`src/rtl/msht_pkg.sv`:
```
package msht_pkg;

    localparam int ADDR_W     = 48;
    localparam int ID_W       = 8;
    localparam int STATUS_W   = 3;
    localparam int SHIFT_W    = 4;
    localparam int CFG_IDX_W  = 2;
    localparam int CFG_DATA_W = 4;

    // result status codes
    localparam logic [STATUS_W-1:0] ST_REQUEST  = 3'd0;
    localparam logic [STATUS_W-1:0] ST_MERGED   = 3'd1;
    localparam logic [STATUS_W-1:0] ST_STALL    = 3'd2;
    localparam logic [STATUS_W-1:0] ST_RESPOND  = 3'd3;
    localparam logic [STATUS_W-1:0] ST_NO_ENTRY = 3'd4;

    // input actions
    localparam logic ACT_MISS = 1'b0;
    localparam logic ACT_FILL = 1'b1;

    // configuration register indexes
    localparam logic [CFG_IDX_W-1:0] CFG_LINE_SHIFT  = 2'd0;
    localparam logic [CFG_IDX_W-1:0] CFG_USE_TABLE   = 2'd1;
    localparam logic [CFG_IDX_W-1:0] CFG_FIRST_LEVEL = 2'd2;

    localparam logic [SHIFT_W-1:0] LINE_SHIFT_RST = 4'd6;

    typedef struct packed {
        logic              action;
        logic [ADDR_W-1:0] byte_addr;
        logic [ID_W-1:0]   txn_id;
        logic              is_prefetch;
    } req_t;

    typedef struct packed {
        logic [STATUS_W-1:0] status;
        logic [ADDR_W-1:0]   line_addr;
        logic [ID_W-1:0]     resp_id;
        logic                last;
    } result_t;

    typedef struct packed {
        logic [SHIFT_W-1:0] line_shift;
        logic               use_table;
        logic               first_level;
    } cfg_t;

    // controller to datapath
    typedef struct packed {
        logic capture;
        logic lookup;
        logic drain;
    } cmd_t;

    // datapath to controller
    typedef struct packed {
        logic go_drain;
        logic drain_last;
    } sts_t;

endpackage

```
`src/rtl/miss_status_holding_table.sv`:
```
// channel  | signals                        | handshake
// ---------+--------------------------------+----------------------------------
// request  | start, busy, req               | taken when start && !busy
// result   | result_valid, result           | each word shown for one cycle, no stall
// config   | cfg_we, cfg_idx, cfg_data      | written when cfg_we, no wait
//
// a miss, a bypassed word or a fill without a tracked line goes through capture,
// then a lookup step with a parallel compare over all entries.
// a fill that hits then drains its n waiting tags, one tag per cycle
// through the single read port of the target ram.
// each result is registered and appears in the cycle after the one that produced it.
// reset clears the valid bits, not the entry lines or the target ram; no clearing pass is needed.
module miss_status_holding_table #(
    parameter int ENTRIES     = 16,
    parameter int MAX_TARGETS = 8
) (
    input  logic                                clk,
    input  logic                                rst_n,
    input  logic                                start,
    output logic                                busy,
    input  msht_pkg::req_t                      req,
    output logic                                result_valid,
    output msht_pkg::result_t                   result,
    input  logic                                cfg_we,
    input  logic [msht_pkg::CFG_IDX_W-1:0]      cfg_idx,
    input  logic [msht_pkg::CFG_DATA_W-1:0]     cfg_data
);
    import msht_pkg::*;

    logic [SHIFT_W-1:0] line_shift_reg;
    logic               use_table_reg;
    logic               first_level_reg;
    cfg_t               cfg;
    cmd_t               cmd;
    sts_t               sts;

    always_ff @(posedge clk or negedge rst_n)
    begin
        if (!rst_n)
        begin
            line_shift_reg  <= LINE_SHIFT_RST;
            use_table_reg   <= 1'b1;
            first_level_reg <= 1'b1;
        end
        else if (cfg_we)
        begin
            case (cfg_idx)
                CFG_LINE_SHIFT:  line_shift_reg  <= cfg_data[SHIFT_W-1:0];
                CFG_USE_TABLE:   use_table_reg   <= cfg_data[0];
                CFG_FIRST_LEVEL: first_level_reg <= cfg_data[0];
                default:         line_shift_reg  <= line_shift_reg;
            endcase
        end
    end

    assign cfg = {line_shift_reg, use_table_reg, first_level_reg};

    msht_ctrl u_ctrl (
        .clk  (clk),
        .rst_n(rst_n),
        .start(start),
        .busy (busy),
        .cmd  (cmd),
        .sts  (sts)
    );

    msht_dp #(
        .ENTRIES    (ENTRIES),
        .MAX_TARGETS(MAX_TARGETS)
    ) u_dp (
        .clk         (clk),
        .rst_n       (rst_n),
        .cfg         (cfg),
        .req         (req),
        .cmd         (cmd),
        .sts         (sts),
        .result_valid(result_valid),
        .result      (result)
    );

endmodule

```
`src/rtl/msht_ram.sv`:
```
module msht_ram #(
    parameter int WIDTH = 8,
    parameter int DEPTH = 128,
    localparam int AW = $clog2(DEPTH)
) (
    input  logic             clk,
    input  logic             we,
    input  logic [AW-1:0]    waddr,
    input  logic [WIDTH-1:0] wdata,
    input  logic [AW-1:0]    raddr,
    output logic [WIDTH-1:0] rdata
);

    logic [WIDTH-1:0] mem [DEPTH];

    always_ff @(posedge clk)
    begin
        if (we)
        begin
            mem[waddr] <= wdata;
        end
        rdata <= mem[raddr];
    end

endmodule

```
`src/rtl/msht_ctrl.sv`:
```
module msht_ctrl (
    input  logic          clk,
    input  logic          rst_n,
    input  logic          start,
    output logic          busy,
    output msht_pkg::cmd_t cmd,
    input  msht_pkg::sts_t sts
);
    import msht_pkg::*;

    localparam logic [1:0] S_IDLE   = 2'd0;
    localparam logic [1:0] S_LOOKUP = 2'd1;
    localparam logic [1:0] S_DRAIN  = 2'd2;

    logic [1:0] state_reg;
    logic [1:0] state_next;

    always_comb
    begin
        state_next  = state_reg;
        cmd.capture = 1'b0;
        cmd.lookup  = 1'b0;
        cmd.drain   = 1'b0;
        case (state_reg)
            S_IDLE:
            begin
                if (start)
                begin
                    cmd.capture = 1'b1;
                    state_next  = S_LOOKUP;
                end
            end
            S_LOOKUP:
            begin
                cmd.lookup = 1'b1;
                state_next = sts.go_drain ? S_DRAIN : S_IDLE;
            end
            S_DRAIN:
            begin
                cmd.drain = 1'b1;
                if (sts.drain_last)
                begin
                    state_next = S_IDLE;
                end
            end
            default:
            begin
                state_next = S_IDLE;
            end
        endcase
    end

    always_ff @(posedge clk or negedge rst_n)
    begin
        if (!rst_n)
        begin
            state_reg <= S_IDLE;
        end
        else
        begin
            state_reg <= state_next;
        end
    end

    assign busy = (state_reg != S_IDLE);

`ifndef SYNTH
    a_accept_to_lookup: assert property (@(posedge clk) disable iff (!rst_n)
        (start && !busy) |=> (state_reg == S_LOOKUP))
        else $error("accepted word did not enter lookup");
    a_drain_entry: assert property (@(posedge clk) disable iff (!rst_n)
        (state_reg == S_DRAIN) |->
            ($past(state_reg) == S_LOOKUP || $past(state_reg) == S_DRAIN))
        else $error("drain entered without lookup");
    a_drain_exit: assert property (@(posedge clk) disable iff (!rst_n)
        (state_reg == S_DRAIN && sts.drain_last) |=> (state_reg == S_IDLE))
        else $error("drain did not end on last target");
`endif

endmodule

```
`src/rtl/msht_dp.sv`:
```
module msht_dp #(
    parameter int ENTRIES     = 16,
    parameter int MAX_TARGETS = 8
) (
    input  logic              clk,
    input  logic              rst_n,
    input  msht_pkg::cfg_t    cfg,
    input  msht_pkg::req_t    req,
    input  msht_pkg::cmd_t    cmd,
    output msht_pkg::sts_t    sts,
    output logic              result_valid,
    output msht_pkg::result_t result
);
    import msht_pkg::*;

    localparam int EW = (ENTRIES > 1) ? $clog2(ENTRIES) : 1;
    localparam int SW = (MAX_TARGETS > 1) ? $clog2(MAX_TARGETS) : 1;
    localparam int CW = $clog2(MAX_TARGETS + 1);
    localparam int RAM_DEPTH = 1 << (EW + SW);

    req_t              in_reg;
    logic [ADDR_W-1:0] line_reg;

    logic              entry_valid_reg [ENTRIES];
    logic [ADDR_W-1:0] entry_line_reg  [ENTRIES];
    logic [CW-1:0]     target_count_reg [ENTRIES];

    logic [EW-1:0] ent_reg, ent_next;
    logic [CW-1:0] k_reg, k_next;
    logic [CW-1:0] k_plus;

    logic    result_valid_reg, result_valid_next;
    result_t result_reg, result_next;

    logic [ENTRIES-1:0] match_vec;
    logic               hit, has_free;
    logic [EW-1:0]      hit_idx, free_idx;
    logic [CW-1:0]      cnt_hit;

    logic               alloc, merge, release_ent;
    logic               ram_we;
    logic [EW+SW-1:0]   ram_waddr, ram_raddr;
    logic [ID_W-1:0]    ram_rdata;
    logic               bypass_miss;
    logic               go_drain;
    logic               drain_last;

    // parallel tag compare and lowest free entry
    always_comb
    begin
        hit      = 1'b0;
        has_free = 1'b0;
        hit_idx  = '0;
        free_idx = '0;
        for (int i = ENTRIES - 1; i >= 0; i--)
        begin
            match_vec[i] = entry_valid_reg[i] && (entry_line_reg[i] == line_reg);
            if (match_vec[i])
            begin
                hit     = 1'b1;
                hit_idx = EW'(i);
            end
            if (!entry_valid_reg[i])
            begin
                has_free = 1'b1;
                free_idx = EW'(i);
            end
        end
    end

    assign cnt_hit     = target_count_reg[hit_idx];
    assign k_plus      = k_reg + CW'(1);
    assign drain_last  = (k_plus == target_count_reg[ent_reg]);
    assign bypass_miss = !cfg.use_table || (cfg.first_level && in_reg.is_prefetch);
    assign sts         = {go_drain, drain_last};

    always_comb
    begin
        result_valid_next = 1'b0;
        result_next       = result_reg;
        ent_next          = ent_reg;
        k_next            = k_reg;
        alloc             = 1'b0;
        merge             = 1'b0;
        release_ent       = 1'b0;
        go_drain          = 1'b0;
        ram_we            = 1'b0;
        ram_waddr         = {free_idx, SW'(0)};
        ram_raddr         = {ent_reg, k_plus[SW-1:0]};
        if (cmd.lookup)
        begin
            result_next.line_addr = line_reg;
            result_next.resp_id   = in_reg.txn_id;
            result_next.last      = 1'b1;
            if (in_reg.action == ACT_MISS)
            begin
                result_valid_next = 1'b1;
                if (bypass_miss)
                begin
                    result_next.status = ST_REQUEST;
                end
                else if (hit)
                begin
                    if (cnt_hit >= CW'(MAX_TARGETS))
                    begin
                        result_next.status = ST_STALL;
                    end
                    else
                    begin
                        merge              = 1'b1;
                        ram_we             = 1'b1;
                        ram_waddr          = {hit_idx, cnt_hit[SW-1:0]};
                        result_next.status = ST_MERGED;
                    end
                end
                else if (has_free)
                begin
                    alloc              = 1'b1;
                    ram_we             = 1'b1;
                    result_next.status = ST_REQUEST;
                end
                else
                begin
                    result_next.status = ST_STALL;
                end
            end
            else
            begin
                if (!cfg.use_table)
                begin
                    result_valid_next  = 1'b1;
                    result_next.status = ST_RESPOND;
                end
                else if (cfg.first_level && in_reg.is_prefetch)
                begin
                    result_valid_next = 1'b0;
                end
                else if (!hit)
                begin
                    result_valid_next  = 1'b1;
                    result_next.status = ST_NO_ENTRY;
                end
                else
                begin
                    // start reading targets of the matched entry
                    go_drain  = 1'b1;
                    ent_next  = hit_idx;
                    k_next    = '0;
                    ram_raddr = {hit_idx, SW'(0)};
                end
            end
        end
        else if (cmd.drain)
        begin
            result_valid_next     = 1'b1;
            result_next.status    = ST_RESPOND;
            result_next.line_addr = line_reg;
            result_next.resp_id   = ram_rdata;
            result_next.last      = drain_last;
            k_next                = k_plus;
            release_ent           = drain_last;
        end
    end

    msht_ram #(
        .WIDTH(ID_W),
        .DEPTH(RAM_DEPTH)
    ) u_targets (
        .clk  (clk),
        .we   (ram_we),
        .waddr(ram_waddr),
        .wdata(in_reg.txn_id),
        .raddr(ram_raddr),
        .rdata(ram_rdata)
    );

    always_ff @(posedge clk or negedge rst_n)
    begin
        if (!rst_n)
        begin
            result_valid_reg <= 1'b0;
            for (int i = 0; i < ENTRIES; i++)
            begin
                entry_valid_reg[i] <= 1'b0;
            end
        end
        else
        begin
            result_valid_reg <= result_valid_next;
            if (alloc)
            begin
                entry_valid_reg[free_idx] <= 1'b1;
            end
            if (release_ent)
            begin
                entry_valid_reg[ent_reg] <= 1'b0;
            end
        end
    end

    always_ff @(posedge clk)
    begin
        if (cmd.capture)
        begin
            in_reg   <= req;
            line_reg <= req.byte_addr >> cfg.line_shift;
        end
        if (alloc)
        begin
            entry_line_reg[free_idx]   <= line_reg;
            target_count_reg[free_idx] <= CW'(1);
        end
        if (merge)
        begin
            target_count_reg[hit_idx] <= cnt_hit + CW'(1);
        end
        result_reg <= result_next;
        ent_reg    <= ent_next;
        k_reg      <= k_next;
    end

    assign result_valid = result_valid_reg;
    assign result       = result_reg;

`ifndef SYNTH
    a_single_match: assert property (@(posedge clk) disable iff (!rst_n)
        cmd.lookup |-> $onehot0(match_vec))
        else $error("line tracked by more than one entry");
    a_no_entry_last: assert property (@(posedge clk) disable iff (!rst_n)
        (result_valid_reg && result_reg.status != ST_RESPOND) |-> result_reg.last)
        else $error("single word result not marked last");
    a_release: assert property (@(posedge clk) disable iff (!rst_n)
        (cmd.drain && drain_last) |=> !entry_valid_reg[ent_reg])
        else $error("entry not freed after fill");
`endif

endmodule

```
`config.mk`:
```
export PLATFORM = sky130hd
export DESIGN_NAME = miss_status_holding_table
export DESIGN_NICKNAME = d
export VERILOG_FILES = /design/src/rtl/msht_pkg.sv /design/src/rtl/miss_status_holding_table.sv /design/src/rtl/msht_ram.sv /design/src/rtl/msht_ctrl.sv /design/src/rtl/msht_dp.sv
export SDC_FILE = /design/constraint.sdc
export NUM_CORES = 2
export LEC_CHECK = 0
export ABC_AREA = 1
export BUFFER_PORTS_ARGS = -buffer_cell sky130_fd_sc_hd__buf_2
export CORE_UTILIZATION = 34
export CTS_CLUSTER_SIZE = 10
export DETAILED_ROUTE_END_ITERATION = 10
export GPL_TIMING_DRIVEN = 0
export MAX_ROUTING_LAYER = met4
export PLACE_DENSITY = 0.58
export SETUP_SLACK_MARGIN = 0.15
export SLEW_MARGIN = 20
export SYNTH_ARGS = -nofsm -noshare
export SYNTH_HDL_FRONTEND = slang
export SYNTH_SLANG_ARGS = --single-unit
```
`constraint.sdc`:
```
create_clock -name clk -period 10.5 [get_ports clk]
set_input_delay 0 -clock clk [delete_from_list [all_inputs] [get_ports clk]]
set_output_delay 0 -clock clk [all_outputs]
set_load 0.02 [all_outputs]
```
After elaboration in Yosys (flattened, before gate mapping):

Memory sizes are Yosys's and may differ from the RTL's. A register that Yosys moved wholly into a read port is not among the register bits.
Index checks and enable logic that the tools add are counted.
Widths: inputs -> output; s select.

* register bits: 151
* memory bits (writable): 1856
* input bits: 68
* output and inout port bits: 62
* word-level logic and storage cells: 251
* memories kept: 3

Memory list
* u_dp.u_targets.mem: words 128, bits a word 8, rd ports 1, clocked after Yosys merged registers in 1, wr ports 1, RTL line msht_ram.sv:14 `logic [WIDTH-1:0] mem [DEPTH];`
* u_dp.entry_line_reg: words 16, bits a word 48, rd ports 16, clocked after Yosys merged registers in 0, wr ports 1, RTL line msht_dp.sv:25 `logic [ADDR_W-1:0] entry_line_reg [ENTRIES];`
* u_dp.target_count_reg: words 16, bits a word 4, rd ports 2, clocked after Yosys merged registers in 1, wr ports 1, RTL line msht_dp.sv:26 `logic [CW-1:0] target_count_reg [ENTRIES];`

* add/subtract/negate cells: 2
* magnitude comparators: 5
* equality and inequality tests: 29
* shift-type cells: 1
* muxes and demuxes: 141
* bitwise gates (word level): 6
* reduce and logical (&&, ||, !) cells: 33

Operators by type and width (number)
* $eq 48x48->1: 16
* $mux 4: 41
* $mux 60: 2
* $mux 1: 72
* $mux 7: 10
* $shr 48x4->48: 1
* $mux 16: 2
* $logic_and 1x1->1: 19
* $mux 3: 6
* $and 16x16->16: 1
* $not 16->16: 1
* $or 16x16->16: 1
* $ge 5x5->1 const B: 2
* $lt 5x1->1 const B: 2
* $mux 2: 5
* $not 4->5: 2
* $reduce_and 5->1: 2
* $add 4x1->4 const B: 2
* $demux 1 s4: 2
* $ne 4x4->1 const B: 2
* $reduce_and 2->1: 4
* $ne 2x1->1 const B: 3
* $ne 2x2->1 const B: 3
* $pmux 2 s3: 1
* other kinds (11): 15

Longest topological paths before layout:

An unclocked memory read counts as a cell.

* word-level depth: 30
* gate-level depth with buffers: 40
* depth with buffers taken out: 37

Cells and area by module:

Synthesis repeated with hierarchy kept, for this count alone.

* cells, all modules: 7479
* area, all modules: 86679.4 um^2

Modules (own cells, without submodules)
* msht_dp: times used 1, cells each 3859, area each 44194.9 um^2, sequential area each 29263.1 um^2
* msht_ram: times used 1, cells each 3575, area each 42104.1 um^2, sequential area each 30909.6 um^2
* miss_status_holding_table: times used 1, cells each 31, area each 280.3 um^2, sequential area each 155.1 um^2
* msht_ctrl: times used 1, cells each 14, area each 100.1 um^2, sequential area each 50.0 um^2

Worst setup path before layout:

No wires, ideal clock.

* path kind: register to register
* from: register u_dp.line_reg[37]
* to: memory u_dp.entry_line_reg[10][0] (enable)
* setup time: 455 ps
* data arrival time: 4835 ps
* required time: 10045 ps
* path slack: 5210 ps
* stages on the path, launching flop included: 23
* buffers on the path: 4
* period minus slack after synthesis: 5290 ps
* path through: edfxtp_1 -> inv_1 -> buf_4 -> buf_2 -> buf_4 -> o21ai_0 -> nor4_1 -> nand4_1 -> nor2_1 -> nand2_1 -> nand2_1 -> nor2_1 -> nand2_1 -> inv_1 -> nand3_1 -> buf_2 -> a31oi_1 -> nand2_1 -> a21oi_1 -> inv_1 -> nor2_1 -> inv_1 -> nor2_1

* cells in the longest elaborated chain, start to end: 24
* elaborated cells on any way between the ends: 54
* classes of those cells: 16 x eq/ne; 22 x mux; 16 x reduce/logical

Ends and longest elaborated chain
* from (decl): RTL line msht_dp.sv:22 `logic [ADDR_W-1:0] line_reg;`
* from (signal assigned): RTL line msht_dp.sv:206 `line_reg <= req.byte_addr >> cfg.line_shift;`
* $eq 48x48->1: RTL line msht_dp.sv:57 `match_vec[i] = entry_valid_reg[i] && (entry_line_reg[i] == line_reg);`
* $logic_and 1x1->1: RTL line msht_dp.sv:57
* $mux 1 (15 in a row): RTL line msht_dp.sv:58 `if (match_vec[i])`
* $mux 1 *: RTL line msht_dp.sv:58
* $mux 1 *: RTL line msht_dp.sv:102 `else if (hit)`
* $mux 1 *: RTL line msht_dp.sv:98 `if (bypass_miss)`
* $mux 1 *: RTL line msht_dp.sv:95 `if (in_reg.action == ACT_MISS)`
* $mux 1 *: RTL line msht_dp.sv:90 `if (cmd.lookup)`
* $mux 1 *: RTL line msht_dp.sv:208 `if (alloc)`
* $mux 1 (not written as such) *: RTL line msht_dp.sv:210 `entry_line_reg[free_idx] <= line_reg;`
* to (decl): RTL line msht_dp.sv:25

Mark *: on every way between the ends. The rest lies on a longest branch, timed or not.

Worst setup path in the final report:

* from: register u_dp.line_reg[26]
* to: memory u_dp.u_targets.mem[16][1] (enable)

* cells in the longest elaborated chain, start to end: 27
* elaborated cells on any way between the ends: 78
* classes of those cells: 1 x order compare; 16 x eq/ne; 44 x mux; 16 x reduce/logical; 1 x memory

Ends and longest elaborated chain
* $eq 48x48->1: RTL line msht_dp.sv:57
* $logic_and 1x1->1: RTL line msht_dp.sv:57
* $mux 4 (16 in a row): RTL line msht_dp.sv:58
* $mem_v2 16x4
* $ge 4x4->1: RTL line msht_dp.sv:104 `if (cnt_hit >= CW'(MAX_TARGETS))`
* $mux 1: RTL line msht_dp.sv:104
* $mux 1: RTL line msht_dp.sv:102
* $mux 1: RTL line msht_dp.sv:98
* $mux 1: RTL line msht_dp.sv:95
* $mux 1: RTL line msht_dp.sv:90
* $mux 1: RTL line msht_ram.sv:18 `if (we)`
* $mux 1 (not written as such): RTL line msht_ram.sv:20 `mem[waddr] <= wdata;`
* to (decl): RTL line msht_ram.sv:14

Parallel ways exist; a longest one is shown, timed or not.

==> key figures <==
Min path
  – Worst hold stages: 7
  – Hold Path Class: input port to register

Detailed routing
  – Vias/cell: 5.690
  – First-iteration detailed-routing DRC count: 10250
  – Total wire length: 362100 um
  – DR DRC count: 0
  – Via count: 66900
  – DRT Pass-1 Iters: 7
  – Avg WL per Cell: 30.80 um
  – DRT antenna net count: 0

Cells and area
  – Nets: 8334
  – Largest register FFs: 1024
  – Area Growth Syn to Fin: 17.97%
  – Layout fillers: 24320
  – Layout cells sized above 1: 13.22%
  – Multi-input logic area: 23970 um^2
  – Fin util: 40.36%
  – Sequential cell area: 60380 um^2
  – Non-filler cells, final: 11760

Floorplan
  – Cell Rows: 186
  – Io pins: 130
  – Die area: 260500 um^2
  – Die height: 510.4 um
  – Core area: 256900 um^2
  – Die Width: 510.4 um
  – Initial Util: 34.21%

Synth
  – Top area cells in the synthesized netlist: edfxtp_1 68%, nand2_1 7.5%, nand3_1 5.1%, o21ai_0 2.1%, nor2_1 2.0%
  – Post-synthesis sequential area ratio: 68.69%
  – Leading area contributor after synthesis: edfxtp_1
  – Mean Syn Cell Area: 11.53 um^2
  – Synth Net Count: 7695
  – Ys Warns: 0
  – Mapped Cells: 7622
  – Most common flop cell mapped by yosys: edfxtp_1
  – Post-synth cell types: 55
  – FFs w/ async S/R, synth: 1.238%
  – Synth top area share: 67.68%
  – Netlist Area Pre-Place: 87890 um^2
  – Number of flops mapped to enable cells by yosys: 1981
  – Synth Register Bits: 2019

Critical path
  – CP Max Fanout: 17
  – Crit path DAT: 8.46 ns
  – CP Data Required Time: 10.97 ns
  – CP Class: register to register
  – Startpoint Class: register
  – Worst reg2reg path depth: 25
  – Crit. End Element: register

Global routing
  – Largest net degree at the start of global routing: 57
  – Met2 usage: 43.26%
  – Gr usage total: 28.07%
  – Total gr overflow: 0
  – GR Util met3: 4.938%
  – Grt peak-use layer: met2
  – First-pass GRT wire length: 492000 um
  – Via count of the first global-routing pass: 62430
  – GR Util met1: 35.36%
  – Initial antenna violation count: 20

STA
  – Fin crit share: 76.08%
  – Worst slew margin: 17.68%
  – Final Hold Fails: 0
  – Hold WS: 0.03501 ns
  – Total negative slack: 0 ns
  – Max-slew violation count: 0
  – Worst-margin pin slew: 1.223 ns
  – Clock skew: 0.05580 ns
  – RSZ-0062 raised after global routing: false
  – Setup violations, final: 0
  – Fmax: 0.1252 GHz
  – Post-layout minimum cycle time: 7.989 ns

Pwr
  – P per Cell Area: 241.2 nW/um^2
  – Max IR drop VDD: 193.8 uV
  – Leak Pwr: 36.96 nW

Flow run
  – MaxCap Viol Count: 0

Clock network
  – Clock Pin Slew Worst Setup and Hold Paths: 0.06 ns
  – Root buffer cell: clkbuf_16
  – Post-CTS Setup Inserts: 0
  – Worst skew pair latency: 0.89 ns
  – Clk sinks: 2019
  – CTS Buf Count: 229
  – H-tree Lvls: 4
  – Clock Tree Buf Depth: 3
  – TritonCTS clock tree: built

Outcome
  – Outcome: completed

Placed design
  – Placer Congestion: 1.009
  – Placed insts: 11320
  – # port buffers: 129
  – DPL Wire Length: 267400 um
## worst max-delay path: stages, from the launching register on
cell	delay (ns)
edfxtp_1	0.65
buf_16	0.27
inv_1	0.16
clkbuf_2	0.50
o21ai_0	0.15
nor4_1	1.05
nand3_1	0.34
nor2_1	0.18
nand2_1	0.08
nand2_1	0.20
nor2_1	0.08
nor2_1	0.14
o21bai_1	0.07
nand2_1	0.38
inv_2	0.21
nand3_1	0.15
nand3_1	0.09
nand3_1	0.12
nand2_2	0.18
nand3_2	0.16
buf_6	0.18
nor2_1	0.07
inv_1	0.39
nand3_2	0.52
buf_4	0.37
nor2_1	0.90
## placed cells by master, fill, tap and decap left out, types with 12 or more instances in the layout
| master | n |
|---|---|
| buf_4 | 41 |
| nand2_2 | 23 |
| buf_12 | 14 |
| nand2_1 | 1756 |
| a22o_1 | 48 |
| nand3_1 | 889 |
| buf_6 | 27 |
| buf_2 | 292 |
| clkbuf_16 | 233 |
| nand3b_1 | 65 |
| dfrtp_1 | 21 |
| diode_2 | 22 |
| o211ai_1 | 52 |
| clkinv_1 | 12 |
| xnor2_1 | 105 |
| o2111ai_1 | 13 |
| clkbuf_1 | 232 |
| nor4_1 | 54 |
| inv_2 | 42 |
| or2_2 | 176 |
| buf_8 | 121 |
| nor2_4 | 23 |
| a221oi_1 | 70 |
| a211oi_1 | 30 |
| o21ai_0 | 369 |
| edfxtp_1 | 1981 |
| dlygate4sd3_1 | 98 |
| nor3_1 | 21 |
| buf_1 | 46 |
| xor2_1 | 104 |
| a21oi_1 | 57 |
| nor2_1 | 439 |
| o22ai_1 | 275 |
| inv_1 | 340 |
| dfxtp_1 | 13 |
| buf_16 | 43 |
| nand2_4 | 13 |
| nand4_1 | 96 |
| o21ai_1 | 19 |
## power by group
group          switching [W]  internal, W  total [W]
combinational        0.00596      0.00203    0.00798
clock                0.00322      0.00401    0.00723
sequential          0.000300      0.00950    0.00980
total                0.00947       0.0155     0.0250
## through the flow
step | setup WS [ns] | instance area, um^2 | power [W]
global placement | 0.6094 | 92770 | 0.01723
detailed placement | 2.722 | 96220 | 0.01764
CTS | 2.697 | 103600 | 0.02479
floorplan | 5.210 | 87890 | 0.01349
finish | 2.511 | 103700 | 0.02501
global route | 2.364 | 103700 | 0.02550
## cells by family (layout without fill, tap and decap cells)
logic type,after synthesis,in the layout,synth area share [%]
AND/OR/NAND/NOR,3581,3581,18.13
flip-flops,2019,2019,68.69
multiplexers,11,11,0.1253
adder cells (fa/ha/maj),5,5,0.07118
buffers and inverters,843,1572,4.215
AO/OA/AOI/OAI,954,954,6.685
other,0,22,0
XOR/XNOR,209,209,2.083
## cell usage after synthesis (52+ instances only)
cell type,n
nand3b_1,65
clkbuf_1,182
or2_2,176
o21ai_0,369
nand4_1,96
xnor2_1,105
nor2_1,466
o211ai_1,52
xor2_1,104
o22ai_1,275
edfxtp_1,1981
a21oi_1,57
a221oi_1,70
nand3_1,889
nor4_1,54
nand2_1,1756
inv_1,341
buf_2,163
## worst paths after layout
path	end	slack, ns	from
worst max-delay path	u_dp.u_targets.mem[16][1]$_DFFE_PP_	2.51	u_dp.line_reg[26]$_DFFE_PP_
worst min-delay path	u_dp.line_reg[21]$_DFFE_PP_	0.04	req[30]
worst max register to register	u_dp.u_targets.mem[16][1]$_DFFE_PP_	2.51	u_dp.line_reg[26]$_DFFE_PP_
worst min register to register	u_dp.result[0]$_SDFFE_PP1P_	0.49	u_dp.result[0]$_SDFFE_PP1P_
max in group asynchronous	u_ctrl.state_reg[0]$_DFFE_PN0P_	9.95	rst_n
min in group asynchronous	u_dp.entry_valid_reg[0]$_DFF_PN0_	0.37	rst_n
## repair_timing
item,in CTS,in global routing
resized for setup,0,0
hold buffers,99,0
hold endpoints to repair,135,0
## final cells by class
cell class                 count  area share (%)
antenna                       22         0.05309
buffer                       458           2.182
clock buffer                 287           5.838
clock inverter                34          0.3330
inverter                     385           1.396
multi-input combinational   4760           23.12
sequential                  2019           58.23
tap                         3384           4.083
timing repair buffer         408           4.765
## layer usage
layer | up-vias | wire length [um]
met5 | - | 0
met4 | 0 | 22240
met3 | 859 | 36470
met2 | 4341 | 164700
met1 | 33180 | 138600
li1 | 28510 | -
No activity file was read; power rests on OpenSTA's default activity.
